`config.mk`:
```
export PLATFORM = sky130hd
export DESIGN_NAME = motion_light_off_delay_controller
export DESIGN_NICKNAME = d
export VERILOG_FILES = /design/src/design/mldc_pkg.sv /design/src/design/motion_light_off_delay_controller.sv /design/src/design/mldc_csr.sv /design/src/design/mldc_in_reg.sv /design/src/design/mldc_core.sv /design/src/design/mldc_out_reg.sv
export SDC_FILE = /design/constraint.sdc
export NUM_CORES = 1
export LEC_CHECK = 0
export ABC_AREA = 0
export ABC_CLOCK_PERIOD_IN_PS = 5500
export CAP_MARGIN = 20
export CORE_MARGIN = 8
export CORE_UTILIZATION = 50
export DETAILED_ROUTE_END_ITERATION = 6
export DONT_BUFFER_PORTS = 1
export GPL_TIMING_DRIVEN = 0
export PLACE_DENSITY_LB_ADDON = 0.08
export SLEW_MARGIN = 5
export SYNTH_ARGS = -nofsm -noshare
export SYNTH_HDL_FRONTEND = slang
export SYNTH_SLANG_ARGS = --single-unit
```
`constraint.sdc`:
```
create_clock -name clock -period 5.5 [get_ports clock]
set_clock_uncertainty 0.15 [all_clocks]
set_input_delay 0.825 -clock clock [delete_from_list [all_inputs] [get_ports clock]]
set_output_delay 0.825 -clock clock [all_outputs]
set_load 0.01 [all_outputs]
```
`src/design/mldc_pkg.sv`:
```
`default_nettype none

package mldc_pkg;

   localparam int SENSORS_DEF          = 1;
   localparam int POLL_INTERVAL_MS_DEF = 200;

   localparam logic [31:0] OFF_DELAY_RESET = 32'd600000;
   localparam logic [7:0]  TEMP_MARK       = 8'd255;
   localparam logic [7:0]  PRESET_NONE     = 8'd0;

   localparam logic CMD_POLL   = 1'b0;
   localparam logic CMD_CHANGE = 1'b1;

   localparam int REQ_DATA_W = 64;
   localparam int RSP_DATA_W = 16;
   localparam int CSR_IDX_W  = 3;
   localparam int CSR_DATA_W = 32;

   typedef enum logic [2:0] {
      ACT_NONE         = 3'd0,
      ACT_APPLY        = 3'd1,
      ACT_UNLOAD_APPLY = 3'd2,
      ACT_SAVE_APPLY   = 3'd3,
      ACT_RESTORE      = 3'd4,
      ACT_APPLY_TEMP   = 3'd5,
      ACT_OFF          = 3'd6
   } action_type;

   typedef enum logic [CSR_IDX_W-1:0] {
      REG_OFF_DELAY        = 3'd0,
      REG_ON_PRESET        = 3'd1,
      REG_OFF_PRESET       = 3'd2,
      REG_NIGHT_ONLY       = 3'd3,
      REG_REPORT_ONLY      = 3'd4,
      REG_OFF_ONLY         = 3'd5,
      REG_CANCEL_ON_CHANGE = 3'd6,
      REG_SUPPRESS_OFF     = 3'd7
   } reg_index_type;

   typedef struct packed {
      logic [31:0] off_delay_ms;
      logic [7:0]  on_preset;
      logic [7:0]  off_preset;
      logic        night_only;
      logic        report_only;
      logic        off_only;
      logic        cancel_on_change;
      logic        suppress_off;
   } cfg_type;

   typedef struct packed {
      logic        cmd;
      logic [31:0] now_ms;
      logic [7:0]  pin_levels;
      logic        enable;
      logic        is_daytime;
      logic        light_on;
      logic [7:0]  active_preset;
      logic [7:0]  active_playlist;
      logic        light_off_mode;
   } req_item_type;

   typedef struct packed {
      action_type  action;
      logic [7:0]  preset_number;
      logic        motion_report;
      logic        motion_value;
   } rsp_item_type;

endpackage

`default_nettype wire

```
`src/design/motion_light_off_delay_controller.sv`:
```
`default_nettype none

// Channel  Direction  Handshake              Payload
// req      in         req_tvalid/req_tready  req_tuser cmd, req_tdata item fields
// rsp      out        rsp_tvalid/rsp_tready  rsp_tdata action, preset, report, value
// csr      in         csr_valid/csr_ready    csr_index, csr_data
//
// One item per cycle sustained while the result side is not stalled; a request is
// held in the input register, then its result, after the decision logic, in the
// result register.
// Reset clears all control state and the configuration to its defaults.
// A stalled result holds in the result register; the input register still
// takes a new item whenever the result register can load.
// csr_ready is always high; each write is registered and takes effect in the next cycle.

module motion_light_off_delay_controller
   import mldc_pkg::*;
#(
   parameter int SENSORS          = SENSORS_DEF,
   parameter int POLL_INTERVAL_MS = POLL_INTERVAL_MS_DEF
) (
   input  wire logic                  clock,
   input  wire logic                  reset,

   input  wire logic                  req_tvalid,
   output      logic                  req_tready,
   // [31:0] now_ms, [39:32] pin_levels, [40] enable, [41] is_daytime,
   // [42] light_on, [50:43] active_preset, [58:51] active_playlist,
   // [59] light_off_mode, [63:60] zero
   input  wire logic [REQ_DATA_W-1:0] req_tdata,
   // [0] cmd
   input  wire logic                  req_tuser,

   output      logic                  rsp_tvalid,
   input  wire logic                  rsp_tready,
   // [2:0] action, [10:3] preset_number, [11] motion_report,
   // [12] motion_value, [15:13] zero
   output      logic [RSP_DATA_W-1:0] rsp_tdata,

   input  wire logic                  csr_valid,
   output      logic                  csr_ready,
   input  wire logic [CSR_IDX_W-1:0]  csr_index,
   input  wire logic [CSR_DATA_W-1:0] csr_data
);

   cfg_type      cfg;
   req_item_type req_item;
   req_item_type item;
   rsp_item_type result;
   rsp_item_type rsp_item;
   logic         load_ready;
   logic         item_fire;

   assign req_item.cmd             = req_tuser;
   assign req_item.now_ms          = req_tdata[31:0];
   assign req_item.pin_levels      = req_tdata[39:32];
   assign req_item.enable          = req_tdata[40];
   assign req_item.is_daytime      = req_tdata[41];
   assign req_item.light_on        = req_tdata[42];
   assign req_item.active_preset   = req_tdata[50:43];
   assign req_item.active_playlist = req_tdata[58:51];
   assign req_item.light_off_mode  = req_tdata[59];

   assign rsp_tdata = {3'b000, rsp_item.motion_value, rsp_item.motion_report,
                       rsp_item.preset_number, rsp_item.action};

   mldc_csr u_csr (
      .clock     (clock),
      .reset     (reset),
      .csr_valid (csr_valid),
      .csr_ready (csr_ready),
      .csr_index (csr_index),
      .csr_data  (csr_data),
      .cfg       (cfg)
   );

   mldc_in_reg u_in_reg (
      .clock      (clock),
      .reset      (reset),
      .in_valid   (req_tvalid),
      .in_ready   (req_tready),
      .in_item    (req_item),
      .down_ready (load_ready),
      .item_fire  (item_fire),
      .item       (item)
   );

   mldc_core #(
      .SENSORS          (SENSORS),
      .POLL_INTERVAL_MS (POLL_INTERVAL_MS)
   ) u_core (
      .clock     (clock),
      .reset     (reset),
      .cfg       (cfg),
      .item_fire (item_fire),
      .item      (item),
      .result    (result)
   );

   mldc_out_reg u_out_reg (
      .clock      (clock),
      .reset      (reset),
      .load       (item_fire),
      .result     (result),
      .load_ready (load_ready),
      .out_valid  (rsp_tvalid),
      .out_ready  (rsp_tready),
      .out_item   (rsp_item)
   );

endmodule

`default_nettype wire

```
`src/design/mldc_csr.sv`:
```
`default_nettype none

module mldc_csr
   import mldc_pkg::*;
(
   input  wire logic                  clock,
   input  wire logic                  reset,
   input  wire logic                  csr_valid,
   output      logic                  csr_ready,
   input  wire logic [CSR_IDX_W-1:0]  csr_index,
   input  wire logic [CSR_DATA_W-1:0] csr_data,
   output      cfg_type               cfg
);

   cfg_type cfg_ff;
   cfg_type cfg_in;

   assign csr_ready = 1'b1;
   assign cfg       = cfg_ff;

   always_comb begin
      cfg_in = cfg_ff;
      if (csr_valid) begin
         case (reg_index_type'(csr_index))
            REG_OFF_DELAY:        cfg_in.off_delay_ms     = csr_data;
            REG_ON_PRESET:        cfg_in.on_preset        = csr_data[7:0];
            REG_OFF_PRESET:       cfg_in.off_preset       = csr_data[7:0];
            REG_NIGHT_ONLY:       cfg_in.night_only       = csr_data[0];
            REG_REPORT_ONLY:      cfg_in.report_only      = csr_data[0];
            REG_OFF_ONLY:         cfg_in.off_only         = csr_data[0];
            REG_CANCEL_ON_CHANGE: cfg_in.cancel_on_change = csr_data[0];
            REG_SUPPRESS_OFF:     cfg_in.suppress_off     = csr_data[0];
            default:              cfg_in = cfg_ff;
         endcase
      end
   end

   always_ff @(posedge clock) begin
      if (reset) begin
         cfg_ff.off_delay_ms     <= OFF_DELAY_RESET;
         cfg_ff.on_preset        <= PRESET_NONE;
         cfg_ff.off_preset       <= PRESET_NONE;
         cfg_ff.night_only       <= 1'b0;
         cfg_ff.report_only      <= 1'b0;
         cfg_ff.off_only         <= 1'b0;
         cfg_ff.cancel_on_change <= 1'b0;
         cfg_ff.suppress_off     <= 1'b0;
      end else begin
         cfg_ff <= cfg_in;
      end
   end

endmodule

`default_nettype wire

```
`src/design/mldc_in_reg.sv`:
```
`default_nettype none

module mldc_in_reg
   import mldc_pkg::*;
(
   input  wire logic         clock,
   input  wire logic         reset,
   input  wire logic         in_valid,
   output      logic         in_ready,
   input  wire req_item_type in_item,
   input  wire logic         down_ready,
   output      logic         item_fire,
   output      req_item_type item
);

   logic         valid_ff;
   logic         valid_in;
   req_item_type item_ff;

   assign item_fire = valid_ff && down_ready;
   assign in_ready  = !valid_ff || down_ready;
   assign item      = item_ff;

   always_comb begin
      valid_in = valid_ff;
      if (in_ready) begin
         valid_in = in_valid;
      end
   end

   always_ff @(posedge clock) begin
      if (reset) begin
         valid_ff <= 1'b0;
      end else begin
         valid_ff <= valid_in;
      end
   end

   // payload loads on every transfer, no reset needed
   always_ff @(posedge clock) begin
      if (in_valid && in_ready) begin
         item_ff <= in_item;
      end
   end

endmodule

`default_nettype wire

```
`src/design/mldc_core.sv`:
```
`default_nettype none

module mldc_core
   import mldc_pkg::*;
#(
   parameter int SENSORS          = SENSORS_DEF,
   parameter int POLL_INTERVAL_MS = POLL_INTERVAL_MS_DEF
) (
   input  wire logic         clock,
   input  wire logic         reset,
   input  wire cfg_type      cfg,
   input  wire logic         item_fire,
   input  wire req_item_type item,
   output      rsp_item_type result
);

   localparam logic [31:0] POLL_IV = 32'(POLL_INTERVAL_MS);

   logic [SENSORS-1:0] sampled_ff, sampled_in;
   logic               triggered_ff, triggered_in;
   logic               timer_running_ff, timer_running_in;
   logic [31:0]        timer_start_ff, timer_start_in;
   logic [31:0]        last_poll_ff, last_poll_in;
   logic [7:0]         saved_playlist_ff, saved_playlist_in;
   logic [7:0]         saved_preset_ff, saved_preset_in;

   logic [SENSORS-1:0] levels;
   logic [SENSORS-1:0] changed;
   logic [SENSORS-1:0] rose;
   logic [31:0]        since_poll;
   logic [31:0]        elapsed;
   logic               poll_go;
   logic               timeout;
   logic               gate_on;
   logic               gate_off;
   logic               drive_on;
   logic               drive_off;
   logic               drive_blocked;
   logic               shows_on;

   assign levels     = item.pin_levels[SENSORS-1:0];
   assign changed    = levels ^ sampled_ff;
   assign rose       = changed & levels;
   assign since_poll = item.now_ms - last_poll_ff;
   assign elapsed    = item.now_ms - timer_start_ff;

   assign poll_go = item_fire && (item.cmd == CMD_POLL) && item.enable &&
                    (since_poll >= POLL_IV);
   assign timeout = timer_running_ff && (elapsed > cfg.off_delay_ms);

   assign gate_on  = !cfg.report_only && (!cfg.night_only || !item.is_daytime);
   assign gate_off = !cfg.report_only &&
                     (!cfg.night_only || !item.is_daytime || triggered_ff);

   assign drive_on  = poll_go && (|changed) && (|rose) && gate_on;
   assign drive_off = poll_go && !(|changed) && timeout && gate_off;

   // off-only mode leaves a lit light alone unless it was triggered here; a triggered light is not switched on twice
   assign drive_blocked =
      (cfg.off_only && item.light_on && (drive_on || !triggered_ff)) ||
      (triggered_ff && drive_on);

   assign shows_on = (item.active_preset == cfg.on_preset) ||
                     (item.active_playlist == cfg.on_preset);

   always_comb begin
      sampled_in        = sampled_ff;
      triggered_in      = triggered_ff;
      timer_running_in  = timer_running_ff;
      timer_start_in    = timer_start_ff;
      last_poll_in      = last_poll_ff;
      saved_playlist_in = saved_playlist_ff;
      saved_preset_in   = saved_preset_ff;
      result            = '{ACT_NONE, PRESET_NONE, 1'b0, 1'b0};

      if (item_fire && (item.cmd == CMD_CHANGE)) begin
         if (cfg.cancel_on_change && triggered_ff && timer_running_ff) begin
            timer_running_in = 1'b0;
            triggered_in     = 1'b0;
         end
      end

      if (poll_go) begin
         last_poll_in = item.now_ms;
         sampled_in   = levels;
         if (|changed) begin
            if (|rose) begin
               timer_running_in = 1'b0;
            end else begin
               timer_running_in = 1'b1;
               timer_start_in   = item.now_ms;
            end
            result.motion_report = 1'b1;
            result.motion_value  = |rose;
         end else if (timeout) begin
            timer_running_in = 1'b0;
         end
      end

      if ((drive_on || drive_off) && !drive_blocked) begin
         triggered_in = drive_on;
         if (drive_on) begin
            if (cfg.on_preset != PRESET_NONE) begin
               result.preset_number = cfg.on_preset;
               if ((item.active_playlist != PRESET_NONE) && !item.light_off_mode) begin
                  saved_playlist_in = item.active_playlist;
                  result.action     = ACT_UNLOAD_APPLY;
               end else if ((item.active_preset != PRESET_NONE) &&
                            !item.light_off_mode) begin
                  saved_preset_in = item.active_preset;
                  result.action   = ACT_APPLY;
               end else begin
                  saved_playlist_in = PRESET_NONE;
                  saved_preset_in   = TEMP_MARK;
                  result.action     = ACT_SAVE_APPLY;
               end
            end else if (!item.light_on) begin
               result.action = ACT_RESTORE;
            end
         end else if (!cfg.suppress_off) begin
            if (cfg.off_preset != PRESET_NONE) begin
               result.action        = ACT_APPLY;
               result.preset_number = cfg.off_preset;
            end else if (saved_playlist_ff != PRESET_NONE) begin
               if (shows_on) begin
                  result.action        = ACT_APPLY;
                  result.preset_number = saved_playlist_ff;
               end
               saved_playlist_in = PRESET_NONE;
            end else if (saved_preset_ff != PRESET_NONE) begin
               if (shows_on) begin
                  if (saved_preset_ff != TEMP_MARK) begin
                     result.action        = ACT_APPLY;
                     result.preset_number = saved_preset_ff;
                  end else begin
                     result.action = ACT_APPLY_TEMP;
                  end
               end
               saved_preset_in = PRESET_NONE;
            end else if (item.light_on) begin
               result.action = ACT_OFF;
            end
         end
      end
   end

   always_ff @(posedge clock) begin
      if (reset) begin
         sampled_ff        <= '0;
         triggered_ff      <= 1'b0;
         timer_running_ff  <= 1'b0;
         timer_start_ff    <= '0;
         last_poll_ff      <= '0;
         saved_playlist_ff <= PRESET_NONE;
         saved_preset_ff   <= PRESET_NONE;
      end else begin
         sampled_ff        <= sampled_in;
         triggered_ff      <= triggered_in;
         timer_running_ff  <= timer_running_in;
         timer_start_ff    <= timer_start_in;
         last_poll_ff      <= last_poll_in;
         saved_playlist_ff <= saved_playlist_in;
         saved_preset_ff   <= saved_preset_in;
      end
   end

endmodule

`default_nettype wire

```
`src/design/mldc_out_reg.sv`:
```
`default_nettype none

module mldc_out_reg
   import mldc_pkg::*;
(
   input  wire logic         clock,
   input  wire logic         reset,
   input  wire logic         load,
   input  wire rsp_item_type result,
   output      logic         load_ready,
   output      logic         out_valid,
   input  wire logic         out_ready,
   output      rsp_item_type out_item
);

   logic         valid_ff;
   logic         valid_in;
   rsp_item_type item_ff;

   assign load_ready = !valid_ff || out_ready;
   assign out_valid  = valid_ff;
   assign out_item   = item_ff;

   always_comb begin
      valid_in = valid_ff;
      if (load) begin
         valid_in = 1'b1;
      end else if (out_ready) begin
         valid_in = 1'b0;
      end
   end

   always_ff @(posedge clock) begin
      if (reset) begin
         valid_ff <= 1'b0;
      end else begin
         valid_ff <= valid_in;
      end
   end

   always_ff @(posedge clock) begin
      if (load) begin
         item_ff <= result;
      end
   end

endmodule

`default_nettype wire

```
==> Word level (Yosys, flattened, before mapping) <==
Cells that the tools add are included.
{ "word_totals": {"register_bits": 205, "latchBits": 0, "mem_bits_rw": 0, "romBits": 0, "wordCells": 162, "mem_count": 0} }
{ "classes": {"n_addsub": 2, "n_mul": 0, "n_div": 0, "magnitude_cmp": 2, "n_eq_ne": 16, "shifts": 0, "mux": 43, "bitwise": 4, "reduce_logical": 65} }
{ "op_table": {"columns": ["operator", "count"], "rows": [
  ["8-bit two-way mux", 18],
  ["32-bit subtractor", 2],
  ["11-bit two-way mux", 5],
  ["8-bit nonzero test", 6],
  ["32-bit by 8-bit >= comparator with 1-bit output, second input constant", 1],
  ["32-bit greater-than comparator", 1],
  ["1-bit logical AND", 23],
  ["2-bit AND reduction", 10],
  ["3-bit two-way mux", 6],
  ["8-bit equality test", 2],
  ["3-bit equality test, second input constant", 4],
  ["1-bit two-way mux", 11],
  ["2-bit nonzero test", 5],
  ["1-bit zero test", 9],
  ["9-bit two-way mux", 1],
  ["1-bit logical OR", 8],
  ["8-bit inequality test, second input constant", 1],
  ["7-bit AND reduction", 1],
  ["3-bit by 2-bit equality test with 1-bit output, second input constant", 2],
  ["2-bit by 1-bit inequality test with 1-bit output, second input constant", 3],
  ["6-bit AND reduction", 1],
  ["2-bit two-way mux", 2],
  ["2-bit inequality test, second input constant", 2],
  ["3-bit by 1-bit equality test with 1-bit output, second input constant", 1],
  ["other kinds (6)", 7]
]} }

==> Depth between registers and ports, before layout <==
{ "depth": {"ltp_word": 16, "mapped_depth": 28, "ltp_nobuf": 27} }

==> Hierarchy <==
Synthesis repeated with hierarchy kept, for this count alone.
{ "hier_totals": {"hier_cells": 1442, "hier_area_um2": 13241.4} }
{ "modules_own_cells": {"columns": ["module", "instances", "cells_per_inst", "area_per_inst_um2"], "rows": [
  ["mldc_core", 1, 1132, 8564.5],
  ["mldc_csr", 1, 222, 2319.7],
  ["mldc_in_reg", 1, 67, 1894.3],
  ["mldc_out_reg", 1, 17, 436.7],
  ["motion_light_off_delay_controller", 1, 4, 26.3]
]} }

==> Worst setup path before layout <==
No wires, ideal clock.
{ "synth_path": {"path_kind": "reg-to-reg", "startpoint": "register u_in_reg.item_ff (netlist bit u_in_reg.item[28])", "endpoint": "register u_out_reg.item_ff (netlist bit u_out_reg.out_item[10]) (data pin)", "setup_time_ns": 0.257, "arrival_time_ns": 5.088, "required_ns": 5.093, "slack_ns": 0.005, "stages_incl_launch_ff": 29, "period_less_slack_ns": 5.495, "path_cell_list": "edfxtp_1 -> inv_1 -> ha_1 -> inv_1 -> fa_1 -> a21o_1 -> a21oi_1 -> o21ai_0 -> o41ai_1 -> o21ai_0 -> o22ai_1 -> o21bai_1 -> a21oi_1 -> o21bai_1 -> a21oi_1 -> xnor2_1 -> ha_1 -> a21o_1 -> a21o_1 -> a21o_1 -> a21o_1 -> a21oi_1 -> o22ai_1 -> o41ai_1 -> nor4b_1 -> o21a_1 -> nand2_1 -> buf_2 -> nor2_1"} }
{ "synth_between": {"elab_chain_cells": 11, "word_cells_on_any_way": 20, "classes_between": "add/sub: 2; order compare: 2; mux: 1; reduce/logical: 15"} }
{ "synth_rtl": {"columns": ["element", "line", "text"], "rows": [
  ["start, declared", "mldc_in_reg.sv:18", "req_item_type item_ff;"],
  ["start signal, assigned", "mldc_in_reg.sv:42", "item_ff <= in_item;"],
  ["32-bit subtractor", "mldc_core.sv:44", "assign since_poll = item.now_ms - last_poll_ff;"],
  ["32-bit by 8-bit >= comparator with 1-bit output", "mldc_core.sv:48", "(since_poll >= POLL_IV);"],
  ["1-bit logical AND", "mldc_core.sv:47", "assign poll_go = item_fire && (item.cmd == CMD_POLL) && item.enable &&"],
  ["1-bit logical AND (3 in series)", "mldc_core.sv:55", "assign drive_on = poll_go && (|changed) && (|rose) && gate_on;"],
  ["1-bit logical OR", "mldc_core.sv:60", "(cfg.off_only && item.light_on && (drive_on || !triggered_ff)) ||"],
  ["1-bit logical AND", "mldc_core.sv:60", null],
  ["1-bit logical OR", "mldc_core.sv:60", null],
  ["1-bit zero test", "mldc_core.sv:100", "if ((drive_on || drive_off) && !drive_blocked) begin"],
  ["1-bit logical AND", "mldc_core.sv:100", null],
  ["end signal, assigned", "mldc_out_reg.sv:43", "item_ff <= result;"],
  ["end, declared", "mldc_out_reg.sv:18", "rsp_item_type item_ff;"]
]} }
Several ways; a longest one is shown, not always the timed one.
A chain may end at the register's enable or synchronous reset.

==> Worst setup path after layout <==
Same ends and word-level chain as after synthesis.

==> flow_summary.rst <==
.. list-table::
   :header-rows: 1

   * - Metric
     - Value
   * - Result of the run
     - finished clean
   * - Main combinational cell family by area after synthesis
     - compound AO/OA/AOI/OAI gates
   * - Height of the chip
     - 172 µm
   * - Chip Width
     - 172 µm
   * - Via count of the first global-routing pass
     - 9708
   * - Hold violation count in the final report
     - 0
   * - Global-route wire length before repair
     - 51300 µm
   * - Critical path buffers and inverters
     - 4
   * - Proportion of layout cells with a drive suffix above 1
     - 9.39%
   * - Number of clock buffers inserted by TritonCTS
     - 24
   * - TritonCTS clock tree
     - done
   * - Top-count cell post-synth
     - sky130_fd_sc_hd__nand2_1
   * - Library cells used by synthesis
     - 76
   * - Type of destination of the critical path
     - flop
   * - Placeable Area
     - 24200 µm²
   * - Share of the synthesized netlist area taken by xor and xnor gates
     - 4.15%
   * - Number of enable-type register cells in the synthesized netlist
     - 67
   * - Critical path type
     - reg2reg
   * - Placed cells
     - 1741
   * - Power per cell area
     - 276 nW/µm²
   * - Clk root buf
     - sky130_fd_sc_hd__clkbuf_16
   * - Port Buffers
     - 0
   * - Adder-cell share of the synthesized area
     - 10.0%
   * - Required time at the worst-slack endpoint
     - 5.63 ns
   * - Hold path startpoint
     - req_tdata[43]
   * - First DRT Iteration DRCs
     - 827
   * - Maximum vdd drop
     - 0.312 mV
   * - Pins over their slew limit
     - 0
   * - Setup violation total in the final timing report
     - 0
   * - Area of the die
     - 29700 µm²
   * - Share of the synthesized area in the top cell type
     - 22.6%
   * - Share of synthesized cell area in and, or, nand and nor gates
     - 17.4%
   * - Non-filler cells in the finished layout
     - 1804
   * - Number of warning messages in the yosys log
     - 0
   * - Number of top-level pins
     - 124
   * - DRT Pass-1 Iters
     - 5
   * - Post-Synthesis Cell Area
     - 12200 µm²
   * - Reg-to-reg slack, setup
     - 0.21 ns
   * - WL/cell
     - 18.2 µm
   * - Number of antenna violations at the first check in global routing
     - 0
   * - Launching element type of the critical path
     - flop
   * - Crit Path Max Fanout
     - 6
   * - Hold path cells
     - 0
   * - Main synth FF type
     - sky130_fd_sc_hd__dfxtp_1
   * - TritonCTS sink count
     - 205
   * - Max-slew headroom at the worst pin
     - 38.9%
   * - Slowest-stage cell, CP
     - sky130_fd_sc_hd__edfxtp_1
   * - Placer Congestion
     - 0.955
   * - Source-to-sink clock delay at the later pin of the worst-skew pair
     - 0.53 ns
   * - Cells taking the most area after synthesis
     - sky130_fd_sc_hd__dfxtp_1 (23%), sky130_fd_sc_hd__edfxtp_1 (16%), sky130_fd_sc_hd__ha_1 (9.7%)
   * - Max stage delay on crit path
     - 0.41 ns
   * - Clock-pin transition on the worst setup and hold timing paths
     - 0.06 ns
   * - Number of remaining DRC errors
     - 0
   * - Register bit count reported by yosys
     - 205
   * - Register-to-Register Path Depth
     - 27
   * - Fraction of the core area covered by cells at the end of the flow
     - 57.5%
   * - Post-synthesis sequential area ratio
     - 39.0%
   * - Final wirelength
     - 32800 µm
   * - Worst Hold Endpoint
     - u_in_reg.item[9]
   * - Share of flip-flops with an asynchronous set or reset after synthesis
     - 0%
   * - Standby leakage power
     - 5.41 nW
   * - Cell types with the highest counts after synthesis
     - sky130_fd_sc_hd__nand2_1 (206), sky130_fd_sc_hd__dfxtp_1 (138), sky130_fd_sc_hd__a21oi_1 (136)
   * - Clock buffer depth
     - 3
   * - Final worst-path cycle share
     - 96.1%
   * - Detailed Place HPWL
     - 25500 µm
   * - Syn avg cell area
     - 8.66 µm²
   * - Largest net degree at the start of global routing
     - 30
   * - FP Rows
     - 57
   * - Fillcell total
     - 2250
   * - Gate count of the mapped netlist
     - 1413
   * - Family with the most delay on the worst path
     - compound AO/OA/AOI/OAI gates
   * - Hold/Removal Path Class
     - in2reg
   * - Arrival time at the worst endpoint
     - 5.42 ns
   * - Nets
     - 1664
   * - Compound-cell area share of the yosys netlist
     - 18.4%
   * - H-tree levels
     - 1
   * - Top achievable clock speed
     - 189 MHz
   * - Hold-fix buffers at CTS
     - 0
   * - Slew at the pin with the worst max-slew slack
     - 0.910 ns
   * - Number of diodes added for antenna fixing
     - 0
   * - Multiplexer area fraction after synthesis
     - 4.74%
   * - Crit Reg-Reg Endpoint
     - u_out_reg.out_item[10]
   * - Sum of overflow across all layers after global routing
     - 0
   * - Synth-to-Final Area Change
     - 13.6%
   * - Global-route total usage across every layer
     - 21.6%
   * - Vias per cell
     - 5.68
   * - Count of maximum capacitance violations
     - 0
   * - Total vias in the final route
     - 10255
   * - Critical R2R Launch
     - u_in_reg.item[28]
   * - Final worst path period need
     - 5.29 ns
   * - Antenna-violating nets left
     - 0
   * - Cell accounting for the most synthesized area
     - sky130_fd_sc_hd__dfxtp_1
   * - Initial cell density of the core
     - 50.6%
## flip-flops by register name, indices dropped and copies added, names as in the netlist, 8 cells and up
signal and cells:
u_csr.cfg 53, u_core.saved_preset_ff 8, u_in_reg.item 54, u_core.saved_playlist_ff 8
u_core.timer_start_ff 32, u_core.last_poll_ff 32, u_out_reg.out_item 13
## worst max path at each step
stage	start	end	slack (ns)	cells after the start
6_report	u_in_reg.item[28]	u_out_reg.out_item[10]	0.21	27
2_1_floorplan	u_in_reg.item[28]	u_out_reg.out_item[10]	0.005	28
5_1_grt	u_in_reg.item[28]	u_out_reg.out_item[11]	-0.02	27
4_1_cts	u_in_reg.item[28]	u_out_reg.out_item[2]	0.02	26
3_3_place_gp	u_in_reg.item[28]	u_core.saved_preset_ff[2]	-1.16	25
3_5_place_dp	u_in_reg.item[28]	u_core.saved_preset_ff[0]	-1.17	25
## final cells by class
type                    count  area [µm²]  share of cell area, %
inverters                 116         435                   3.13
clock inverters            10        88.8                  0.639
plain buffers              57         329                   2.37
repair buffers             21         178                   1.28
multi-input cells        1037        6980                   50.2
clock buffers              34         709                   5.10
flip-flops and latches    205        4770                   34.3
well taps                 324         405                   2.92
## per-stage QoR
stage / hold slack (ns) / power, mW / TNS (ns) / worst slack, ns / instance area [µm²]
CTS: 0.225 / 3.83 / 0 / 0.0153 / 13600
detailed placement: 0.297 / 2.23 / -31.83 / -1.17 / 12700
global route: 0.217 / 4.00 / -0.0344 / -0.0201 / 13900
floorplan: 0.286 / 2.09 / 0 / 0.00489 / 12300
global placement: 0.295 / 2.22 / -32.03 / -1.16 / 12700
finish: 0.237 / 3.84 / 0 / 0.213 / 13900
## where the power goes
| part | internal (mW) | switching (mW) |
|---|---|---|
| Clock | 0.946 | 0.642 |
| Sequential | 1.61 | 0.0427 |
| Combinational | 0.242 | 0.352 |
## repair_timing
action	4_1_cts	5_1_grt
resized for setup	23	44
gates cloned	0	1
setup buffers	7	11
pin swaps	9	46
setup endpoints to repair	29	28
## cells in the final DEF, fill, tap and decap left out, types with 35 or more instances in the layout
cell / n
sky130_fd_sc_hd__a21o_1: 39
sky130_fd_sc_hd__a21oi_1: 124
sky130_fd_sc_hd__clkbuf_1: 39
sky130_fd_sc_hd__dfxtp_1: 138
sky130_fd_sc_hd__edfxtp_1: 67
sky130_fd_sc_hd__ha_1: 91
sky130_fd_sc_hd__inv_1: 114
sky130_fd_sc_hd__mux2i_1: 58
sky130_fd_sc_hd__nand2_1: 205
sky130_fd_sc_hd__nand3_1: 47
sky130_fd_sc_hd__nor2_1: 88
sky130_fd_sc_hd__o21ai_1: 35
sky130_fd_sc_hd__xnor2_1: 49
## kinds of logic after synthesis
group	Yosys count
AO/OA/AOI/OAI	355
XOR/XNOR	58
adder cells (fa/ha/maj)	97
buffers and inverters	173
flip-flops	205
multiplexers	58
other	2
AND/OR/NAND/NOR	465
## metal layers
metal	vias to the layer above	global-route usage, %	share of wire, %
met5	-	0	0
met4	0	5.25	2.0
met3	49	3.88	6.7
met2	269	34.3	44
met1	4845	30.0	47
li1	5092	-	-
Note: power is estimated with default switching activity, not from simulation.
